[src/rtl/dess_pkg.sv]
// ----------------------------------------------------------------------------
// Dual encoder speed error sampler package
// Shared types and constants for the front end, frame queue and back end.
// ----------------------------------------------------------------------------
package dess_pkg;

  // Header byte that opens every frame (-86 as a signed byte).
  localparam logic [7:0] FRAME_HEADER = 8'hAA;

  // Register indexes on the configuration port.
  localparam logic [2:0] REG_SETPOINT_LEFT    = 3'd0;
  localparam logic [2:0] REG_SETPOINT_RIGHT   = 3'd1;
  localparam logic [2:0] REG_ERROR_MAX        = 3'd2;
  localparam logic [2:0] REG_ERROR_MIN        = 3'd3;
  localparam logic [2:0] REG_TICKS_PER_SAMPLE = 3'd4;

  // Reset values of the registers.
  localparam logic signed [7:0] SETPOINT_RESET  = 8'sd4;
  localparam logic signed [7:0] ERROR_MAX_RESET = 8'sd15;
  localparam logic signed [7:0] ERROR_MIN_RESET = -8'sd15;
  localparam logic [7:0]        TICKS_RESET     = 8'd4;

  // One measured period: the two clamped speed errors.
  typedef struct packed {
    logic [7:0] err_left;
    logic [7:0] err_right;
  } frame_t;

  // Occupancy flags of the frame queue.
  typedef struct packed {
    logic full;
    logic empty;
  } queue_status_t;

endpackage

[src/rtl/dess_front.sv]
// ----------------------------------------------------------------------------
// Dual encoder speed error sampler: front end
// Takes input beats, updates the pulse counts and the tick divider, and
// pushes a frame of clamped errors into the queue at the end of each period.
// ----------------------------------------------------------------------------
module dess_front (
  input  logic                   clk,
  input  logic                   rst,
  input  logic                   in_valid,
  output logic                   in_ready,
  input  logic                   command,
  input  logic                   left_phase_a,
  input  logic                   left_phase_b,
  input  logic                   right_phase_a,
  input  logic                   right_phase_b,
  input  logic signed [7:0]      setpoint_left,
  input  logic signed [7:0]      setpoint_right,
  input  logic signed [7:0]      error_max,
  input  logic signed [7:0]      error_min,
  input  logic [7:0]             ticks_per_sample,
  input  dess_pkg::queue_status_t q_status,
  output logic                   push,
  output dess_pkg::frame_t       push_frame
);

  // Setpoint minus count, wrapped to a byte, then raised to the minimum and
  // lowered to the maximum in that order.
  function automatic logic [7:0] clamp_error(input logic [7:0] setpoint,
                                             input logic [7:0] count,
                                             input logic signed [7:0] lo,
                                             input logic signed [7:0] hi);
    logic signed [7:0] e;
    e = $signed(setpoint - count);
    if (e <= lo) begin
      e = lo;
    end
    if (e >= hi) begin
      e = hi;
    end
    return e;
  endfunction

  logic [7:0] left_count;
  logic [7:0] right_count;
  logic [1:0] left_direction;
  logic [1:0] right_direction;
  logic [7:0] tick_divider;

  logic       accept;
  logic [1:0] left_direction_next;
  logic [1:0] right_direction_next;
  logic [7:0] tick_divider_next;
  logic       period_end;

  // The front only waits when the queue has no room for a frame.
  assign in_ready = !q_status.full;
  assign accept   = in_valid && in_ready;

  // A high A level loads the step from B; the wheels count in opposite senses.
  assign left_direction_next  = left_phase_a ? (left_phase_b ? 2'b11 : 2'b01) : left_direction;
  assign right_direction_next = right_phase_a ? (right_phase_b ? 2'b01 : 2'b11) : right_direction;

  assign tick_divider_next = tick_divider + 8'd1;
  assign period_end        = (tick_divider_next == ticks_per_sample);

  // Frame push at the end of a period.
  assign push                 = accept && command && period_end;
  assign push_frame.err_left  = clamp_error(setpoint_left, left_count, error_min, error_max);
  assign push_frame.err_right = clamp_error(setpoint_right, right_count, error_min, error_max);

  // Count and divider state.
  always_ff @(posedge clk) begin
    if (rst) begin
      left_count      <= '0;
      right_count     <= '0;
      left_direction  <= '0;
      right_direction <= '0;
      tick_divider    <= '0;
    end else if (accept) begin
      if (!command) begin
        left_direction  <= left_direction_next;
        right_direction <= right_direction_next;
        left_count      <= left_count + {{6{left_direction_next[1]}}, left_direction_next};
        right_count     <= right_count + {{6{right_direction_next[1]}}, right_direction_next};
      end else if (period_end) begin
        tick_divider <= '0;
        left_count   <= '0;
        right_count  <= '0;
      end else begin
        tick_divider <= tick_divider_next;
      end
    end
  end

endmodule

[src/rtl/dess_queue.sv]
// ----------------------------------------------------------------------------
// Dual encoder speed error sampler: frame queue
// Small first-in first-out store of finished frames between front and back.
// ----------------------------------------------------------------------------
module dess_queue #(
  parameter int DEPTH = 2
) (
  input  logic                    clk,
  input  logic                    rst,
  input  logic                    push,
  input  dess_pkg::frame_t        push_frame,
  input  logic                    pop,
  output dess_pkg::frame_t        head_frame,
  output dess_pkg::queue_status_t status
);

  localparam int AW = $clog2(DEPTH);
  localparam int CW = $clog2(DEPTH + 1);

  dess_pkg::frame_t slots [DEPTH];
  logic [AW-1:0]    wr_ptr;
  logic [AW-1:0]    rd_ptr;
  logic [CW-1:0]    count;

  assign status.full  = (count == CW'(DEPTH));
  assign status.empty = (count == '0);
  assign head_frame   = slots[rd_ptr];

  // Pointers and fill level; the depth is a power of two so pointers wrap.
  always_ff @(posedge clk) begin
    if (rst) begin
      wr_ptr <= '0;
      rd_ptr <= '0;
      count  <= '0;
    end else begin
      if (push) begin
        wr_ptr <= wr_ptr + AW'(1);
      end
      if (pop) begin
        rd_ptr <= rd_ptr + AW'(1);
      end
      if (push && !pop) begin
        count <= count + CW'(1);
      end else if (pop && !push) begin
        count <= count - CW'(1);
      end
    end
  end

  // Frame storage.
  always_ff @(posedge clk) begin
    if (push) begin
      slots[wr_ptr] <= push_frame;
    end
  end

endmodule

[src/rtl/dess_back.sv]
// ----------------------------------------------------------------------------
// Dual encoder speed error sampler: back end
// Takes frames from the queue and sends each as header, left and right beats.
// ----------------------------------------------------------------------------
module dess_back (
  input  logic                    clk,
  input  logic                    rst,
  input  dess_pkg::queue_status_t q_status,
  input  dess_pkg::frame_t        head_frame,
  output logic                    pop,
  output logic                    out_valid,
  input  logic                    out_ready,
  output logic [7:0]              out_byte,
  output logic                    out_last
);

  typedef enum logic [3:0] {
    ST_IDLE  = 4'b0001,
    ST_HEAD  = 4'b0010,
    ST_LEFT  = 4'b0100,
    ST_RIGHT = 4'b1000
  } state_t;

  state_t           state;
  state_t           state_next;
  dess_pkg::frame_t frame;
  logic             out_fire;

  assign out_valid = (state != ST_IDLE);
  assign out_fire  = out_valid && out_ready;

  // Load the next frame when idle or right as the last beat leaves.
  assign pop = !q_status.empty && ((state == ST_IDLE) || ((state == ST_RIGHT) && out_fire));

  // Beat sequencing.
  always_comb begin
    state_next = state;
    case (state)
      ST_IDLE: begin
        if (!q_status.empty) begin
          state_next = ST_HEAD;
        end
      end
      ST_HEAD: begin
        if (out_fire) begin
          state_next = ST_LEFT;
        end
      end
      ST_LEFT: begin
        if (out_fire) begin
          state_next = ST_RIGHT;
        end
      end
      ST_RIGHT: begin
        if (out_fire) begin
          state_next = q_status.empty ? ST_IDLE : ST_HEAD;
        end
      end
      default: begin
        state_next = ST_IDLE;
      end
    endcase
  end

  always_ff @(posedge clk) begin
    if (rst) begin
      state <= ST_IDLE;
    end else begin
      state <= state_next;
    end
  end

  // Frame held for the three beats.
  always_ff @(posedge clk) begin
    if (pop) begin
      frame <= head_frame;
    end
  end

  // Beat payload.
  always_comb begin
    case (state)
      ST_HEAD:  out_byte = dess_pkg::FRAME_HEADER;
      ST_LEFT:  out_byte = frame.err_left;
      ST_RIGHT: out_byte = frame.err_right;
      default:  out_byte = '0;
    endcase
  end

  assign out_last = (state == ST_RIGHT);

endmodule

[src/rtl/dual_encoder_speed_error_sampler_core.sv]
// ----------------------------------------------------------------------------
// Dual encoder speed error sampler core
// Counts quadrature pulses of two wheels and reports per-period speed errors.
// ----------------------------------------------------------------------------
// Usage: one input beat is taken every clock cycle; edge beats update the two
// pulse counts and tick beats advance the period divider, both in the cycle
// of acceptance. Each completed period yields a frame of three output beats
// (header, left error, right error with tlast), sent by the back end at one
// beat per cycle unless stalled. Up to FRAME_QUEUE_DEPTH finished frames wait
// in the frame queue, and input stalls only when that queue is full, so the
// sustained rate is one beat per cycle while frames come no faster than the
// back end sends them. Registers read back unchanged; they are to be written
// over the APB port only while the block is idle, which it does not enforce.
module dual_encoder_speed_error_sampler_core #(
  parameter int FRAME_QUEUE_DEPTH = 2  // power of two, 2 or more
) (
  input  logic        clk,
  input  logic        rst,
  // Input stream
  input  logic        s_tvalid,
  output logic        s_tready,
  input  logic [7:0]  s_tdata,   // [0] left_phase_a, [1] left_phase_b,
                                 // [2] right_phase_a, [3] right_phase_b, [7:4] zero
  input  logic [0:0]  s_tuser,   // [0] command: 0 encoder edge, 1 timer tick
  // Output stream
  output logic        m_tvalid,
  input  logic        m_tready,
  output logic [7:0]  m_tdata,   // [7:0] frame_byte
  output logic        m_tlast,   // frame_last
  // Configuration port
  input  logic        psel,
  input  logic        penable,
  input  logic        pwrite,
  input  logic [4:0]  paddr,
  input  logic [31:0] pwdata,
  output logic [31:0] prdata,
  output logic        pready
);

  logic signed [7:0] setpoint_left;
  logic signed [7:0] setpoint_right;
  logic signed [7:0] error_max;
  logic signed [7:0] error_min;
  logic [7:0]        ticks_per_sample;

  logic                    cfg_write;
  logic [2:0]              cfg_index;
  logic                    push;
  logic                    pop;
  dess_pkg::frame_t        push_frame;
  dess_pkg::frame_t        head_frame;
  dess_pkg::queue_status_t q_status;

  // Configuration registers.
  assign pready    = 1'b1;
  assign cfg_write = psel && penable && pwrite && pready;
  assign cfg_index = paddr[4:2];

  always_ff @(posedge clk) begin
    if (rst) begin
      setpoint_left    <= dess_pkg::SETPOINT_RESET;
      setpoint_right   <= dess_pkg::SETPOINT_RESET;
      error_max        <= dess_pkg::ERROR_MAX_RESET;
      error_min        <= dess_pkg::ERROR_MIN_RESET;
      ticks_per_sample <= dess_pkg::TICKS_RESET;
    end else if (cfg_write) begin
      case (cfg_index)
        dess_pkg::REG_SETPOINT_LEFT:    setpoint_left    <= $signed(pwdata[7:0]);
        dess_pkg::REG_SETPOINT_RIGHT:   setpoint_right   <= $signed(pwdata[7:0]);
        dess_pkg::REG_ERROR_MAX:        error_max        <= $signed(pwdata[7:0]);
        dess_pkg::REG_ERROR_MIN:        error_min        <= $signed(pwdata[7:0]);
        dess_pkg::REG_TICKS_PER_SAMPLE: ticks_per_sample <= pwdata[7:0];
        default: begin
        end
      endcase
    end
  end

  // Register read-back.
  always_comb begin
    case (cfg_index)
      dess_pkg::REG_SETPOINT_LEFT:    prdata = {24'd0, setpoint_left};
      dess_pkg::REG_SETPOINT_RIGHT:   prdata = {24'd0, setpoint_right};
      dess_pkg::REG_ERROR_MAX:        prdata = {24'd0, error_max};
      dess_pkg::REG_ERROR_MIN:        prdata = {24'd0, error_min};
      dess_pkg::REG_TICKS_PER_SAMPLE: prdata = {24'd0, ticks_per_sample};
      default:                        prdata = '0;
    endcase
  end

  dess_front u_front (
    .clk              (clk),
    .rst              (rst),
    .in_valid         (s_tvalid),
    .in_ready         (s_tready),
    .command          (s_tuser[0]),
    .left_phase_a     (s_tdata[0]),
    .left_phase_b     (s_tdata[1]),
    .right_phase_a    (s_tdata[2]),
    .right_phase_b    (s_tdata[3]),
    .setpoint_left    (setpoint_left),
    .setpoint_right   (setpoint_right),
    .error_max        (error_max),
    .error_min        (error_min),
    .ticks_per_sample (ticks_per_sample),
    .q_status         (q_status),
    .push             (push),
    .push_frame       (push_frame)
  );

  dess_queue #(
    .DEPTH (FRAME_QUEUE_DEPTH)
  ) u_queue (
    .clk        (clk),
    .rst        (rst),
    .push       (push),
    .push_frame (push_frame),
    .pop        (pop),
    .head_frame (head_frame),
    .status     (q_status)
  );

  dess_back u_back (
    .clk        (clk),
    .rst        (rst),
    .q_status   (q_status),
    .head_frame (head_frame),
    .pop        (pop),
    .out_valid  (m_tvalid),
    .out_ready  (m_tready),
    .out_byte   (m_tdata),
    .out_last   (m_tlast)
  );

endmodule

[config.mk]
export PLATFORM = sky130hd
export DESIGN_NAME = dual_encoder_speed_error_sampler_core
export DESIGN_NICKNAME = d
export VERILOG_FILES = /design/src/rtl/dess_pkg.sv /design/src/rtl/dess_front.sv /design/src/rtl/dess_queue.sv /design/src/rtl/dess_back.sv /design/src/rtl/dual_encoder_speed_error_sampler_core.sv
export SDC_FILE = /design/constraint.sdc
export NUM_CORES = 1
export LEC_CHECK = 0
export ABC_AREA = 1
export BUFFER_PORTS_ARGS = -buffer_cell sky130_fd_sc_hd__buf_4
export CAP_MARGIN = 20
export CORE_ASPECT_RATIO = 0.8
export CORE_UTILIZATION = 40
export CTS_CLUSTER_DIAMETER = 50
export CTS_CLUSTER_SIZE = 8
export DETAILED_ROUTE_END_ITERATION = 8
export PLACE_DENSITY = 0.63
export SYNTH_ARGS = -nofsm -noshare
export SYNTH_HDL_FRONTEND = slang
export SYNTH_HIERARCHICAL = 1
export SYNTH_SLANG_ARGS = --single-unit
[constraint.sdc]
create_clock -name clk -period 9.8 [get_ports clk]
set_clock_uncertainty 0.05 [all_clocks]
set_input_delay 1.96 -clock clk [delete_from_list [all_inputs] [get_ports clk]]
set_output_delay 1.96 -clock clk [all_outputs]
set_load 0.05 [all_outputs]
# Yosys cells after proc, flatten, opt, wreduce, memory -nomap -nowiden
# Memories as Yosys holds them, arrays and structs flattened. A register that Yosys moved wholly into a read port is not among the register bits.
# Index checks and enable logic that the tools add are counted.
# W data, S select, Z words.
[classes] magnitude_cmp=4 n_reduce_logical=27 n_eq_ne=16 n_mux=24 bitwise=1 addsub=9
[op_table] operator="$mux W8" count=8
[op_table] operator="$pmux W8 S5" count=1
[op_table] operator="$pmux W8 S3" count=1
[op_table] operator="$add A8 B8 Y8" count=2
[op_table] operator="$ge A8 B8 Y1" count=2
[op_table] operator="$le A8 B8 Y1" count=2
[op_table] operator="$mux W4" count=4
[op_table] operator="$pmux W4 S4" count=1
[op_table] operator="$reduce_and A2 Y1" count=8
[op_table] operator="$sub A8 B8 Y8" count=2
[op_table] operator="$mux W2" count=7
[op_table] operator="$logic_and A1 B1 Y1" count=10
[op_table] operator="$add A8 B1 Y8 const B" count=1
[op_table] operator="$eq A8 B8 Y1" count=1
[op_table] operator="$ne A2 B1 Y1 const B" count=4
[op_table] operator="$eq A3 B2 Y1 const B" count=2
[op_table] operator="$eq A4 B1 Y1 const B" count=1
[op_table] operator="$eq A4 B2 Y1 const B" count=1
[op_table] operator="$eq A4 B3 Y1 const B" count=1
[op_table] operator="$eq A4 B4 Y1 const B" count=1
[op_table] operator="$logic_not A1 Y1" count=4
[op_table] operator="$ne A4 B1 Y1 const B" count=1
[op_table] operator="$reduce_and A4 Y1" count=1
[op_table] operator="$eq A3 B1 Y1 const B" count=1
[op_table] operator="12 further kinds" count=14
[word_totals] n_memories=1 ram_bits=32 in_bits=53 reg_bits=76 out_inout_bits=44
[mem_list] name="u_queue.slots" depth=2 width=16 read_ports=1 rd_ports_with_merged_regs=1 write_ports=1 line="dess_queue.sv:20" source="dess_pkg::frame_t slots [DEPTH];"

# Longest topological paths before layout
[depth] word_depth=9 depth_mapped=29 depth_no_buf=29

# Cells and area by module
# Netlist, hierarchy kept.
[modules_own_cells] mod="dess_front" cells_each=595 area_per_inst_um2=3895.0 instances=1 seq_area_each_um2=560.5
[modules_own_cells] mod="dual_encoder_speed_error_sampler_core" cells_each=341 area_per_inst_um2=2285.9 instances=1 seq_area_each_um2=800.8
[modules_own_cells] mod="dess_queue" cells_each=83 area_per_inst_um2=1436.4 instances=1 seq_area_each_um2=1061.0
[modules_own_cells] mod="dess_back" cells_each=83 area_per_inst_um2=875.8 instances=1 seq_area_each_um2=560.5

# Least setup slack after synthesis
# No wires, ideal clock.
[synth_timing] kind="in2out" start="input port paddr[2]" end="output port prdata[5]" path_slack_ps=4817 t_required_ps=7790 stages=8 t_arrival_ps=2973 cell_sequence="buf_4 > inv_2 > nand2_1 > nor2_2 > nand2_1 > nand2_1 > inv_1 > nand2_1"
[synth_between] elab_chain_len=2
[synth_rtl] element="start: declaration" line="dual_encoder_speed_error_sampler_core.sv:34" source="input logic [4:0] paddr,"
[synth_rtl] element="$eq A3 B3 Y1, or another cell as far along" line="dual_encoder_speed_error_sampler_core.sv:81" source="case (cfg_index)"
[synth_rtl] element="$pmux W8 S5 (*)" line="dual_encoder_speed_error_sampler_core.sv:81"
[synth_rtl] element="end: declaration" line="dual_encoder_speed_error_sampler_core.sv:36" source="output logic [31:0] prdata,"
# Every way passes the cells marked *; elsewhere a longest branch is shown, timed or not.

# Worst setup path in the final report
[layout_timing] start="input port paddr[4]" end="output port prdata[1]"
# The elaborated chain is that of the path after synthesis.

==> impl_metrics.toml <==
[critical_path]
path_cells = "buf_4 > inv_4 > nand2_1 > nor2_1 > nand2_1 > nand2_1 > buf_4"
critical-path-slowest-cell = "nor2_1"
cpMostUsedCell = "nand2_1"
critPathMaxFanout = 28
max_stage_delay_ns = 0.57
required_ns = 7.79
crit_type = "in2out"
cp-end-kind = "output pin"
worstSetupStartpointType = "primary input"
cp.arrival_ns = 3.55

[routing]
drtIter0Drc = 552
wirelength_um = 20600
wire_per_inst_um = 14.5
via_count = 7213
drtAntennaViolNets = 0
via_per_inst = 5.07
drc = 0
firstDrtPassIters = 8

[finish]
final_layout_size_suffix_gt1_share_pct = 14.7
fill_cells = 2069
nets = 1259
finish.instance_area_um2 = 9560
multi_input_area_um2 = 4730
mostFrequentLayoutCells = "291 x nand2_1, 117 x inv_1, 107 x nand3_1"
final_common_cell = "nand2_1"
area_growth_pct = 12.6
seqCellArea_um2 = 2980
antennaDiodeCount = 0

[clock_network]
clk_pin_slew_ns = 0.07
postCtsSetupBuffers = 0
cts_sinks = 125
htree_levels = 4
cts_tree = "yes"
cts_buffer_depth = 2
cts-root-buf = "clkbuf_16"
numCtsBuffers = 17
insertion_delay_ns = 0.42
ctsHoldBuffers = 0
post_cts_resized = 0

[grt]
grt_pass1_wl_um = 32300
grt_max_degree = 33
grt_usage_pct = 19.1
antenna_found_initial = 0
grt_pass1_vias = 6304
overflow = 0

[die]
start_util_pct = 40.9
rows = 47
die_area_um2 = 21800
core_area_um2 = 20800
die_h_um = 132
io_pins = 97
die_w_um = 165

[placement]
dp_hpwl_um = 15200
port_buffers = 41
gp_congestion = 0.879
preCtsSetupSlack_ns = 4.27
placed_cell_area_um2 = 8880

[synth]
ys_seq_area_share_pct = 35.1
netlist_instances = 1102
synth_seq_cells = 125
synth.avg_cell_area_um2 = 7.71
yosysWarnings = 6
synthArstFlopShare_pct = 0
synth_top_flop_cell = "dfxtp_1"
yosys.cell_types.count = 46
syn_area_um2 = 8490
synth-edff-count = 48

[sta]
setup_tns_ns = 0
max_freq_mhz = 180
final_hold_viol_count = 0
rsz0062_at_grt = "no"
setup_slack_ns = 4.24
fin_crit_ns = 5.56
max-slew-margin-rel_pct = 38.5
slew_viol_final = 0
fin_crit_sh_pct = 56.8
setup_viol = 0
tightest_slew_ns = 0.921

[run]
drv_cap = 0

[pwr]
p_per_area_nw_per_um2 = 218
power_leakage_nw = 4.42
finalPower_w = 0.00208
ir_drop_mv = 0.134

[outcome]
status = "finished, final reports clean"

[min_path]
worstHoldPathType = "reg2reg"
critical path, delay by kind of cell:
family	cells	cell delay [ns]
buf+inv	3	0.62
simple gates	4	0.95
cell usage after synthesis, drive strengths merged, types with 3 or more instances:
library cell,number,area (µm²)
or2,3,18.8
mux2,16,218
edfxtp,48,1440
nand4,29,181
a22o,4,35.0
dfxtp,77,1540
a21oi,66,372
buf,47,379
a31oi,4,25.0
fa,4,80.1
xnor2,6,52.6
xor2,15,131
ha,62,776
nand3,123,718
o21ai,27,150
nor2,117,556
a21o,6,45.0
clkbuf,4,15.0
nand3b,5,37.5
nor3,5,25.0
nand2,300,1150
inv,124,468
where the power goes:
part / internal (W) / switching (W)
Sequential: 0.000647 / 0.0000337
Clock: 0.000436 / 0.000261
Combinational: 0.000227 / 0.000478
Total: 0.00131 / 0.000772
metrics by stage:
step / std cells / hold WS, ns / utilization, %
2_1_floorplan: 1125 / 0.374 / -
3_3_place_gp: 1387 / 0.387 / 42.6
3_5_place_dp: 1388 / 0.394 / 42.8
4_1_cts: 1420 / 0.403 / 45.9
5_1_grt: 1422 / 0.420 / 46.1
6_report: 1422 / 0.401 / 46.1
area by class of cell:
cell class | count | area share [%]
clock inverter | 15 | 2.36
inverter | 124 | 4.89
multi-input combinational | 825 | 49.5
tap | 269 | 3.52
timing repair buffer | 47 | 4.08
sequential | 125 | 31.2
clock buffer | 17 | 4.45
logic make-up (layout without fill, tap and decap cells):
family,Yosys count,count (layout),share of synthesized area (%)
xor+xnor,21,21,2.17
compound gates,114,114,8.06
buf+inv,175,203,10.2
fa+ha+maj,66,66,10.1
mux,16,16,2.56
flops,125,125,35.1
other cells,2,25,0.0884
simple gates,583,583,31.8
state kept, by name (all words and copies together), names as in the netlist, 4 cells and up, named ones only:
signal and count:
error_max 8, error_min 8, setpoint_left 8, setpoint_right 8, ticks_per_sample 8, u_back/frame 16
u_back/state 4, u_front/left_count 8, u_front/right_count 8, u_front/tick_divider 8, u_queue/slots 32
per-layer routing:
metal | global-route usage [%] | wire [µm] | up-vias
met5 | 0 | 0 | -
met4 | 6.07 | 368 | 0
met3 | 3.99 | 1230 | 26
met2 | 27.1 | 8720 | 198
met1 | 28.4 | 10300 | 3317
li1 | - | - | 3672
worst paths after layout:
kind                                   from  depth (start not counted)  slack, ns                        end
hold reg to reg   u_front/left_direction[1]                          2       0.40  u_front/left_direction[1]
setup reg to reg     u_front/right_count[0]                         22       4.91        u_queue/slots[1][3]
setup / recovery                   paddr[4]                          7       4.24                  prdata[1]
hold / removal    u_front/left_direction[1]                          2       0.40  u_front/left_direction[1]
(Power assumes the default switching activity.)
